## config.mk

```make
export PLATFORM = sky130hd
export DESIGN_NAME = sip_client_transaction_fsm_core
export DESIGN_NICKNAME = d
export VERILOG_FILES = /design/src/hw/rtl/sipct_pkg.sv /design/src/hw/rtl/sip_client_transaction_fsm_core.sv /design/src/hw/rtl/sipct_step.sv
export SDC_FILE = /design/constraint.sdc
export NUM_CORES = 1
export LEC_CHECK = 0
export BUFFER_PORTS_ARGS = -buffer_cell sky130_fd_sc_hd__buf_2
export CAP_MARGIN = 25
export CORE_UTILIZATION = 30
export CTS_CLUSTER_SIZE = 28
export DETAILED_ROUTE_END_ITERATION = 8
export SLEW_MARGIN = 30
export SYNTH_ARGS = -nofsm -noshare
export SYNTH_HDL_FRONTEND = slang
export SYNTH_SLANG_ARGS = --single-unit
```

## constraint.sdc

```tcl
create_clock -name i_clk -period 1.7 [get_ports i_clk]
set_input_delay 0.255 -clock i_clk [delete_from_list [all_inputs] [get_ports i_clk]]
set_output_delay 0.255 -clock i_clk [all_outputs]
set_load 0.01 [all_outputs]
```

## src/hw/rtl/sipct_pkg.sv

```systemverilog
package sipct_pkg;

    // Event kinds carried in the slave-side tuser
    typedef enum logic [2:0] {
        KIND_START    = 3'd0,
        KIND_RESPONSE = 3'd1,
        KIND_RETRY    = 3'd2,
        KIND_SEND     = 3'd3,
        KIND_TIMEOUT  = 3'd4,
        KIND_LINGER   = 3'd5,
        KIND_CLOSE    = 3'd6
    } t_kind;

    // Transaction states
    typedef enum logic [2:0] {
        ST_IDLE         = 3'd0,
        ST_TRYING       = 3'd1,
        ST_CALLING      = 3'd2,
        ST_PROCEEDING   = 3'd3,
        ST_PROC_CALLING = 3'd4,
        ST_COMPLETED    = 3'd5,
        ST_TERMINATED   = 3'd6
    } t_state;

    // Send completion status
    localparam logic [1:0] WS_OK      = 2'd0;
    localparam logic [1:0] WS_PENDING = 2'd1;

    // Status code class boundaries
    localparam logic [9:0] CODE_CLASS1 = 10'd100;
    localparam logic [9:0] CODE_CLASS2 = 10'd200;
    localparam logic [9:0] CODE_CLASS3 = 10'd300;

    localparam int IN_TDATA_W  = 16;
    localparam int OUT_TDATA_W = 16;

    typedef struct packed {
        logic [2:0] kind;
        logic       is_invite;
        logic [9:0] status_code;
        logic [1:0] write_status;
    } t_event;

    // Packed LSB-last so deliver_response lands in bit 0 of tdata
    typedef struct packed {
        t_state state_now;
        logic   bad_event;
        logic   transport_error;
        logic   timed_out;
        logic   terminated;
        logic   stop_timers;
        logic   arm_linger;
        logic   arm_timeout;
        logic   arm_retry;
        logic   resend_request;
        logic   send_ack;
        logic   deliver_response;
    } t_action;

    localparam int ACTION_W = $bits(t_action);

endpackage

```

## src/hw/rtl/sip_client_transaction_fsm_core.sv

```systemverilog
// Client transaction event decoder with one action word per event word.
// An accepted word passes through the input register and then the result register;
// master-side tvalid rises once the word reaches the result register.
// One word per cycle while the master side accepts; the next-state logic between the input
// register and the result register is purely combinational.
// Reset (synchronous, active low) empties both stages, returns the
// transaction to idle and selects datagram transport.
module sip_client_transaction_fsm_core (
    input  logic                             i_clk,
    input  logic                             i_rst_n,
    input  logic                             i_cfg_wr_en,
    input  logic                             i_cfg_wr_data,   // stream_transport
    input  logic                             s_axis_tvalid,
    output logic                             s_axis_tready,
    // tdata: is_invite[0], status_code[10:1], write_status[12:11], zero[15:13]
    input  logic [sipct_pkg::IN_TDATA_W-1:0] s_axis_tdata,
    // tuser: kind[2:0]
    input  logic [2:0]                       s_axis_tuser,
    output logic                             m_axis_tvalid,
    input  logic                             m_axis_tready,
    // tdata: deliver_response[0], send_ack[1], resend_request[2], arm_retry[3],
    // arm_timeout[4], arm_linger[5], stop_timers[6], terminated[7], timed_out[8],
    // transport_error[9], bad_event[10], state_now[13:11], zero[15:14]
    output logic [sipct_pkg::OUT_TDATA_W-1:0] m_axis_tdata
);
    import sipct_pkg::*;

    logic    r_stream;
    logic    r_in_valid;
    t_event  r_in;
    logic    r_out_valid;
    t_action r_out;
    t_state  r_state;
    logic    r_invite;

    t_action n_action;
    t_state  n_state;
    logic    n_invite;
    logic    advance;

    // Move the held word into the result register when that is free
    assign advance       = r_in_valid && (!r_out_valid || m_axis_tready);
    assign s_axis_tready = !r_in_valid || advance;
    assign m_axis_tvalid = r_out_valid;
    assign m_axis_tdata  = {{(OUT_TDATA_W - ACTION_W){1'b0}}, r_out};

    sipct_step u_step (
        .i_event  (r_in),
        .i_state  (r_state),
        .i_invite (r_invite),
        .i_stream (r_stream),
        .o_action (n_action),
        .o_state  (n_state),
        .o_invite (n_invite)
    );

    // Hold transport mode, input word, result word and transaction state
    always_ff @(posedge i_clk) begin
        if (!i_rst_n) begin
            r_stream    <= 1'b0;
            r_in_valid  <= 1'b0;
            r_out_valid <= 1'b0;
            r_state     <= ST_IDLE;
            r_invite    <= 1'b0;
        end else begin
            if (i_cfg_wr_en) begin
                r_stream <= i_cfg_wr_data;
            end
            if (s_axis_tvalid && s_axis_tready) begin
                r_in_valid <= 1'b1;
            end else if (advance) begin
                r_in_valid <= 1'b0;
            end
            if (advance) begin
                r_out_valid <= 1'b1;
                r_state     <= n_state;
                r_invite    <= n_invite;
            end else if (m_axis_tready) begin
                r_out_valid <= 1'b0;
            end
        end
    end

    // Capture payloads
    always_ff @(posedge i_clk) begin
        if (s_axis_tvalid && s_axis_tready) begin
            r_in.kind         <= s_axis_tuser;
            r_in.is_invite    <= s_axis_tdata[0];
            r_in.status_code  <= s_axis_tdata[10:1];
            r_in.write_status <= s_axis_tdata[12:11];
        end
        if (advance) begin
            r_out <= n_action;
        end
    end

    // Reported state matches the state register after each update
    a_state_follows: assert property (@(posedge i_clk) disable iff (!i_rst_n)
        advance |=> (r_out.state_now == r_state))
        else $error("reported state differs from transaction state");

    // Termination is only reported together with the terminated state
    a_term_state: assert property (@(posedge i_clk) disable iff (!i_rst_n)
        (r_out_valid && r_out.terminated) |-> (r_out.state_now == ST_TERMINATED))
        else $error("termination reported outside terminated state");

    // Input stalls only when both stages are full and the output is stalled
    a_stall_cause: assert property (@(posedge i_clk) disable iff (!i_rst_n)
        !s_axis_tready |-> (r_in_valid && r_out_valid && !m_axis_tready))
        else $error("input stalled without a full pipeline");

endmodule

```

## src/hw/rtl/sipct_step.sv

```systemverilog
module sipct_step (
    input  sipct_pkg::t_event  i_event,
    input  sipct_pkg::t_state  i_state,
    input  logic               i_invite,
    input  logic               i_stream,
    output sipct_pkg::t_action o_action,
    output sipct_pkg::t_state  o_state,
    output logic               o_invite
);
    import sipct_pkg::*;

    logic   live;
    logic   retry_ok;
    logic   cls1;
    logic   cls2;
    logic   cls3up;
    t_state rsp_next;

    // Classify the transaction and the status code
    always_comb begin
        live     = (i_state >= ST_TRYING) && (i_state <= ST_COMPLETED);
        retry_ok = i_invite ? (i_state == ST_CALLING)
                            : ((i_state == ST_TRYING) || (i_state == ST_PROCEEDING));
        cls1     = (i_event.status_code >= CODE_CLASS1)
                   && (i_event.status_code < CODE_CLASS2);
        cls2     = (i_event.status_code >= CODE_CLASS2)
                   && (i_event.status_code < CODE_CLASS3);
        cls3up   = (i_event.status_code >= CODE_CLASS3);
    end

    // Next state for a response, before the reliable-transport shortcut
    always_comb begin
        rsp_next = i_state;
        unique case (i_state)
            ST_TRYING: begin
                rsp_next = cls1 ? ST_PROCEEDING : ST_COMPLETED;
            end
            ST_CALLING: begin
                if (cls1)      rsp_next = ST_PROC_CALLING;
                else if (cls2) rsp_next = ST_TERMINATED;
                else           rsp_next = ST_COMPLETED;
            end
            ST_PROCEEDING: begin
                if (!cls1) rsp_next = ST_COMPLETED;
            end
            ST_PROC_CALLING: begin
                if (cls2)       rsp_next = ST_TERMINATED;
                else if (!cls1) rsp_next = ST_COMPLETED;
            end
            default: begin
                rsp_next = i_state;
            end
        endcase
    end

    // Decode the event into an action word and the new state
    always_comb begin
        o_action = '0;
        o_state  = i_state;
        o_invite = i_invite;
        unique case (t_kind'(i_event.kind))
            KIND_START: begin
                if (live) begin
                    o_action.bad_event = 1'b1;
                end else begin
                    o_invite             = i_event.is_invite;
                    o_state              = i_event.is_invite ? ST_CALLING : ST_TRYING;
                    o_action.arm_retry   = !i_stream;
                    o_action.arm_timeout = 1'b1;
                end
            end
            KIND_RESPONSE: begin
                if (!live) begin
                    o_action.bad_event = 1'b1;
                end else begin
                    o_action.deliver_response = (i_state != ST_COMPLETED);
                    o_action.send_ack         = i_invite && cls3up;
                    o_action.stop_timers      = (i_state == ST_CALLING)
                                                && (rsp_next == ST_PROC_CALLING);
                    o_state = rsp_next;
                    if (rsp_next == ST_COMPLETED) begin
                        if (i_stream) o_state = ST_TERMINATED;
                        else          o_action.arm_linger = (i_state != ST_COMPLETED);
                    end
                    o_action.terminated = (i_stream && (rsp_next == ST_COMPLETED))
                                          || (rsp_next == ST_TERMINATED);
                end
            end
            KIND_RETRY: begin
                if (!i_stream && retry_ok) o_action.resend_request = 1'b1;
                else                       o_action.bad_event      = 1'b1;
            end
            KIND_SEND: begin
                if (!live) begin
                    o_action.bad_event = 1'b1;
                end else if (i_event.write_status == WS_OK) begin
                    o_action.arm_retry = !i_stream && retry_ok;
                end else if (i_event.write_status != WS_PENDING) begin
                    o_action.transport_error = 1'b1;
                end
            end
            KIND_TIMEOUT: begin
                if (retry_ok) begin
                    o_state             = ST_TERMINATED;
                    o_action.timed_out  = 1'b1;
                    o_action.terminated = 1'b1;
                end else begin
                    o_action.bad_event = 1'b1;
                end
            end
            KIND_LINGER: begin
                if (!i_stream && (i_state == ST_COMPLETED)) begin
                    o_state             = ST_TERMINATED;
                    o_action.terminated = 1'b1;
                end else begin
                    o_action.bad_event = 1'b1;
                end
            end
            KIND_CLOSE: begin
                o_action.stop_timers = 1'b1;
            end
            default: begin
                o_action.bad_event = 1'b1;
            end
        endcase
        o_action.state_now = o_state;
    end

endmodule
```

* Word-level counts from Yosys, hierarchy flattened
Index checks and enable logic that the tools add are counted.
** Storage, ports and cells
- Register bits after elaboration :: 37
- Bits of input ports :: 25
- Output and inout bits :: 18
- Word-level logic and storage cells :: 112
** Cells by class
- Order comparisons :: 7
- Equal/unequal tests :: 16
- Multiplexer cells :: 38
- Bitwise gates (word level) :: 4
- Reduce and logical (&&, ||, !) cells :: 26
** Operators with widths (count)
- 3-bit 2-to-1 mux :: 11
- 3-bit == test (second input constant) :: 8
- 3-bit case mux with 4 select lines :: 2
- 1-bit 2-to-1 mux :: 17
- 3-bit by 2-bit == test with 1-bit output (second input constant) :: 4
- 10-bit by 7-bit greater-or-equal comparator with 1-bit output (second input constant) :: 1
- 10-bit by 8-bit greater-or-equal comparator with 1-bit output (second input constant) :: 1
- 10-bit by 9-bit greater-or-equal comparator with 1-bit output (second input constant) :: 1
- 1-bit logical AND :: 10
- 10-bit by 8-bit < comparator with 1-bit output (second input constant) :: 1
- 10-bit by 9-bit < comparator with 1-bit output (second input constant) :: 1
- 2-bit 2-to-1 mux :: 4
- 3-bit by 1-bit == test with 1-bit output (second input constant) :: 2
- 1-bit case mux with 6 select lines :: 1
- 1-bit logical OR :: 4
- 1-bit NOT :: 4
- 1-bit case mux with 2 select lines :: 2
- 2-bit nonzero test :: 2
- 4-bit OR reduction :: 1
- 3-bit by 1-bit greater-or-equal comparator with 1-bit output (second input constant) :: 1
- 3-bit <= comparator (second input constant) :: 1
- 1-bit zero test :: 3
- 3-bit zero test :: 1
- 3-bit inequality test (second input constant) :: 1
- other kinds (7) :: 7

* Longest topological paths before layout
Gate-level depths: netlist (run 1).
- Depth in word-level cells :: 10
- Depth in mapped cells :: 6
- Gate-level depth less buffers :: 5

* Cells and area by module
Synthesis (run 1) repeated with hierarchy kept, for this count alone.
** Unflattened totals
- Cell total of the unflattened synthesis :: 170
- Area, all modules :: 1873.0 µm²
** By module, submodules not included
- sip_client_transaction_fsm_core :: times used 1, cells each 63, area each 1213.7 µm², sequential area each 1041.0 µm²
- sipct_step :: times used 1, cells each 107, area each 659.4 µm², sequential area each 0.0 µm²

* Worst setup path before layout (run 1)
No wires, ideal clock.
- Path kind :: register to register
- Start :: register r_in[5] (netlist bit)
- End :: register r_out, in the netlist m_axis_tdata[11], data pin
- Setup time :: 259 ps
- Data arrival time :: 1557 ps
- Data required time :: 1441 ps
- Slack :: -116 ps
- Cell stages (with the launch flop) :: 6
- Buffers on the path :: 0
- Clock period less this slack :: 1816 ps
- Path through :: edfxtp_1 or4_4 nand4b_2 o211ai_1 o311a_1 or2_1
** RTL lines
- start: declaration :: RTL line sip_client_transaction_fsm_core.sv:30 : t_event r_in;
- end signal: assignment :: RTL line sip_client_transaction_fsm_core.sv:93 : r_out <= n_action;
- end: declaration :: RTL line sip_client_transaction_fsm_core.sv:32 : t_action r_out;

==> metrics, run 1 <==
status finished with violations; failing checks negative setup slack; row count 27; Yosys cell types 52; Mapped Cells 165; most frequent cells in the layout 35 x buf_2, 35 x buf_4, 28 x edfxtp_1; Non-Filler Instances 311; Final setup viols 8; routed vias/inst 4.95; Post-DRT Antenna Nets 0; Max Fclk 513 MHz; CTS Buffer Depth 2; Max Cap Viol 0; Hold Vio Cnt, Final 0; crit end category flop; Detailed Routing Iterations Pass 1 4; CTS Buf Count 5; Ys Warns 0; hold depth 1; core area 0.00561 sq mm; H-Tree Level Count 2; IO buf count 35; global-route usage over all layers 14.8%; hold path endpoint r_in[13]; clk_skew 0.00833 ns; vias 1540; main combinational cell family by area after synthesis compound AO/OA/AOI/OAI gates; crit-path cells or4_4, and4b_1, buf_4, buf_6, nand2_4, a32oi_2, a21oi_1; DR DRC count 0; Initial Utilization 31.6%; Hold Crit Start s_axis_tuser[0]; delay of the slowest critical-path stage 0.58 ns; FF-to-FF Start r_in[5]; largest net degree at the start of global routing 15; Max Fanout on Critical Path 4; mux share of post-synthesis cell area 0.565%; Diodes inserted 0; GPL Wtd Cong 0.858; CP Buf/Inv Count 2; crit path kind flop to flop; first-pass GRT wire length 6990 microns; Post-Route WL 4260 microns; routed len/inst 13.7 microns; Max stage delay cell, worst path or4_4; startpoint types flop; io pins 43; post-synthesis adder-cell area fraction 0%; Avg Inst Size Synth 10.7 sq um; Synth Area in Compound Gates 20.6%; antenna violations before repair 0; PwrDens 789 mW/mm^2; die extent in x 78.8 microns; Initial DRC Count 68; Clk Latency, worst-skew pair 0.29 ns; R2R setup slack -0.25 ns; worst r2r dst m_axis_tdata[13]; synthesized cell area 0.00177 sq mm; R2R depth 7; final core utilization 43.5%; CTS tree yes; RSZ-0062 raised after global routing yes; hold crit path type primary input to flop; number of synthesized flops with an enable pin 28; DIE AREA 0.00621 sq mm; P_leak 1.01 nW; Crit path required time 1.83 ns; Worst EP arrival 2.08 ns; clock root buffer clkbuf_8; Die H 78.8 microns; synthesized flop and latch total 35; Seq/Total Area, Yosys 55.4%; Pwr Total 1.93 mW; Crit path max-delay family simple AND/OR/NAND/NOR gates; Tmin final 1.95 ns; Area Growth Syn to Fin 37.8%; period utilization 115%; gr ovfl total 0; placed instance count 298; peak supply drop 408 uV; CTS Sinks 35; XOR/XNOR Fraction of Synth Area 0.495%; vias in the first global route 1431; layout net count 263; clock-pin slew on the worst setup and hold paths 0.07 ns; share of cells above drive strength 1 40.6%; Final HPWL DP 3190 microns; Synth Flop Type edfxtp_1; Hold Slack 0.138 ns; final setup margin -0.248 ns; ys async rst share 0%; fin. max-slew vios 0; Synth Area in Simple Gates 18.4%
## worst max path at each step
stage | end | startpoint | cells after the start
global route | m_axis_tdata[11] | r_in[6] | 5
CTS | m_axis_tdata[11] | r_in[5] | 5
global placement | m_axis_tdata[11] | r_in[5] | 5
floorplan | m_axis_tdata[11] | r_in[5] | 5
detailed placement | m_axis_tdata[11] | r_in[5] | 5
finish | m_axis_tdata[13] | r_in[5] | 7
## state kept, by name, indices dropped and copies added (netlist names)
name and flops:
r_in 14, m_axis_tdata 14, m_axis_tvalid 1, r_in_valid 1
r_state 3, r_stream 1, r_invite 1
## synthesized netlist by cell type (all sizes together), types with 2 or more instances
cell type / count / area, sq um
dfxtp: 7 / 140
o211ai: 6 / 45.0
o22ai: 2 / 12.5
nor2: 9 / 33.8
edfxtp: 28 / 841
nor3: 6 / 30.0
buf: 6 / 35.0
a211oi: 2 / 15.0
o31ai: 2 / 20.0
and3: 2 / 12.5
o311a: 2 / 20.0
a21oi: 13 / 68.8
inv: 8 / 30.0
o21a: 4 / 30.0
a31oi: 2 / 12.5
nand2b: 2 / 12.5
nand3: 3 / 15.0
clkbuf: 3 / 11.3
o21ai: 6 / 30.0
and2: 3 / 18.8
nor4: 3 / 18.8
nand2: 14 / 52.6
nor2b: 7 / 43.8
## cell type report
class / instances / area (sq um)
clock inverter: 2 / 12.5
fill: 575 / 3170
clock buffer: 6 / 72.6
sequential: 35 / 983
multi-input combinational: 114 / 768
tap: 72 / 90.1
timing repair buffer: 74 / 483
inverter: 8 / 30.0
## per-layer routing
layer  GRT usage [%]  wire, microns  vias up
li1                -              -      771
met1            19.7           1990      725
met2            23.6           2050       40
met3            3.33            178        4
met4            5.09             44        0
met5               0              0        -
## cell families after synthesis
logic type,count (synthesis)
xor gates and xnor gates,1
buffers and inverters,17
and+or+nand+nor,59
AOI/OAI and AO/OA,51
DFF,35
other,1
muxes,1
## per-stage QoR
stage / setup WS, ns / cell area [sq um] / TNS (ns)
floorplan: -0.116 / 1770 / -0.249
global placement: -0.171 / 2250 / -0.792
detailed placement: -0.228 / 2250 / -1.08
CTS: -0.215 / 2350 / -1.20
global route: -0.311 / 2440 / -2.03
finish: -0.248 / 2440 / -1.26
## where the power goes
part	leakage, nW	total [mW]	switching, mW	internal (mW)
logic	0.640	0.328	0.169	0.159
clock network	0.0412	0.586	0.300	0.286
registers	0.327	1.01	0.0343	0.977
## repair_timing
| item | CTS | global route |
|---|---|---|
| setup buffers | 1 | 4 |
| pin swaps | 5 | 7 |
| hold buffers | 0 | 0 |
| resized for setup | 3 | 14 |
| cloned | 0 | 0 |
| setup endpoints to repair | 7 | 11 |
Power figures use the tool's default switching activity.
==> inputs of run 2 (changes only) <==
--- a/config.mk
+++ b/config.mk
@@ -10,6 +10,8 @@
 export CORE_UTILIZATION = 30
 export CTS_CLUSTER_SIZE = 28
 export DETAILED_ROUTE_END_ITERATION = 8
+export SKIP_CTS_REPAIR_TIMING = 1
+export SKIP_LAST_GASP = 1
 export SLEW_MARGIN = 30
 export SYNTH_ARGS = -nofsm -noshare
 export SYNTH_HDL_FRONTEND = slang
==> constraint.sdc (replaced) <==
create_clock -name i_clk -period 1.7 [get_ports i_clk]
set_input_delay 0.17 -clock i_clk [delete_from_list [all_inputs] [get_ports i_clk]]
set_output_delay 0.17 -clock i_clk [all_outputs]
set_load 0.01 [all_outputs]
==> run 2 against run 1 <==
Worst hold slack worse by 0.086 ns. Die area unchanged. Total power up 0.11%. Critical path depth down 2. Largest power group unchanged. Core utilization down 0.20 points. Highest routed layer unchanged. Fmax up 4.0%. Register-to-register slack better by 0.08 ns. Via count down 0.78%. The flow still finishes with violations (negative setup slack). Worst setup slack better by 0.075 ns. Non-clock buffer count down 3. Final cell count down 0.96%.
==> metrics, run 2 (synthesis gave the netlist of run 1 again) <==
Max Fanout on Critical Path 5; failing checks negative setup slack; final setup margin -0.172 ns; DIE AREA 0.00621 sq mm; Die H 78.8 microns; Hold Vio Cnt, Final 0; Final HPWL DP 3220 microns; first-pass GRT wire length 6870 microns; hold crit path type primary input to flop; core area 0.00561 sq mm; share of cells above drive strength 1 39.4%; Max Cap Viol 0; Diodes inserted 0; io pins 43; P_int 1.42 mW; CTS Buf Count 5; CTS tree yes; routed len/inst 13.7 microns; peak supply drop 420 uV; layout net count 260; Switching Fraction 26.3%; Crit path max-delay family simple AND/OR/NAND/NOR gates; Detailed Routing Iterations Pass 1 4; Clk Latency, worst-skew pair 0.29 ns; Initial Utilization 31.6%; Final Cell Area 0.00243 sq mm; PwrDens 794 mW/mm^2; Psw 0.507 mW; clock root buffer clkbuf_8; P_leak 0.986 nW; row count 27; clock-pin slew on the worst setup and hold paths 0.08 ns; clock power share 30.7%; dpl cell area 0.00228 sq mm; routed vias/inst 4.96; most frequent cells in the layout 35 x buf_2, 33 x buf_4, 28 x edfxtp_1; Max Fclk 534 MHz; Comb pwr share 17.0%; largest net degree at the start of global routing 15; global-route usage over all layers 14.7%; crit-path cells or4_4, nand4b_4, o211ai_1, o311a_1, or2_1; status finished with violations; IO buf count 35; CTS Sinks 35; Slew HR 61.3%; Crit path required time 1.74 ns; crit end category flop; clk_skew 0.0108 ns; sequential share of power 52.2%; H-Tree Level Count 2; Post-Route WL 4220 microns; Worst EP arrival 1.91 ns; crit path kind flop to flop; startpoint types flop; CP Buf/Inv Count 0; GPL Wtd Cong 0.884; Slew @ Worst Pin 0.580 ns; Max stage delay cell, worst path or4_4; commonest non-fill, non-tap cell in the layout buf_2; period utilization 110%; Final setup viols 8; Initial DRC Count 153; fin. max-slew vios 0; RSZ-0062 raised after global routing yes; gr ovfl total 0; DR DRC count 0; die extent in x 78.8 microns; Post-DRT Antenna Nets 0; Area Growth Syn to Fin 37.2%; Tmin final 1.87 ns; vias in the first global route 1439; CTS Buffer Depth 2; vias 1528; delay of the slowest critical-path stage 0.58 ns; antenna violations before repair 0; Pwr Total 1.93 mW
run 2: power groups by stage:
stage / logic (mW) / clock network, mW / registers [mW]
finish: 0.328 / 0.592 / 1.01
global route: 0.362 / 0.652 / 1.01
CTS: 0.310 / 0.618 / 1.01
detailed placement: 0.308 / 0 / 1.03
global placement: 0.307 / 0 / 1.03
floorplan: 0.158 / 0 / 1.03
run 2: worst paths after layout:
path,startpoint,end,slack [ns],depth (start not counted)
min reg2reg,r_in_valid,m_axis_tvalid,0.56,1
max reg2reg,r_in[5],m_axis_tdata[11],-0.17,5
max,r_in[5],m_axis_tdata[11],-0.17,5
min,s_axis_tdata[12],r_in[1],0.05,1
run 2: area by class of cell:
cell class,count,area (sq um)
Clock buffer,6,72.6
Inverter,8,30.0
Multi-Input combinational cell,114,768
Timing Repair Buffer,71,474
Clock inverter,2,11.3
Tap cell,72,90.1
Fill cell,563,3180
Sequential cell,35,982
run 2: worst register-to-register path: stages, from the launching register on:
cell      delay (ns)
edfxtp_1        0.44
or4_4           0.58
nand4b_4        0.15
o211ai_1        0.10
o311a_1         0.15
or2_1           0.21
run 2: routing by layer:
metal	track usage (%)	up-vias	part of all wire [%]	routed length (microns)
li1	-	763	-	-
met4	6.91	0	1.9	80
met5	0	-	0	0
met3	3.68	6	5.5	234
met1	19.4	709	46	1930
met2	22.3	50	47	1980
run 2: through the flow:
step                      util (%)  hold slack [ns]  instances  TNS [ns]  setup slack (ns)
final                         43.3           0.0522        308    -0.871            -0.172
after global routing          43.3           0.0341        308     -1.61            -0.262
after CTS                     42.2           0.0426        307     -1.08            -0.207
after detailed placement      40.7            0.348        299     -1.02            -0.199
after global placement        40.7            0.346        299    -0.724            -0.146
after floorplan                  -            0.269        166    -0.249            -0.116
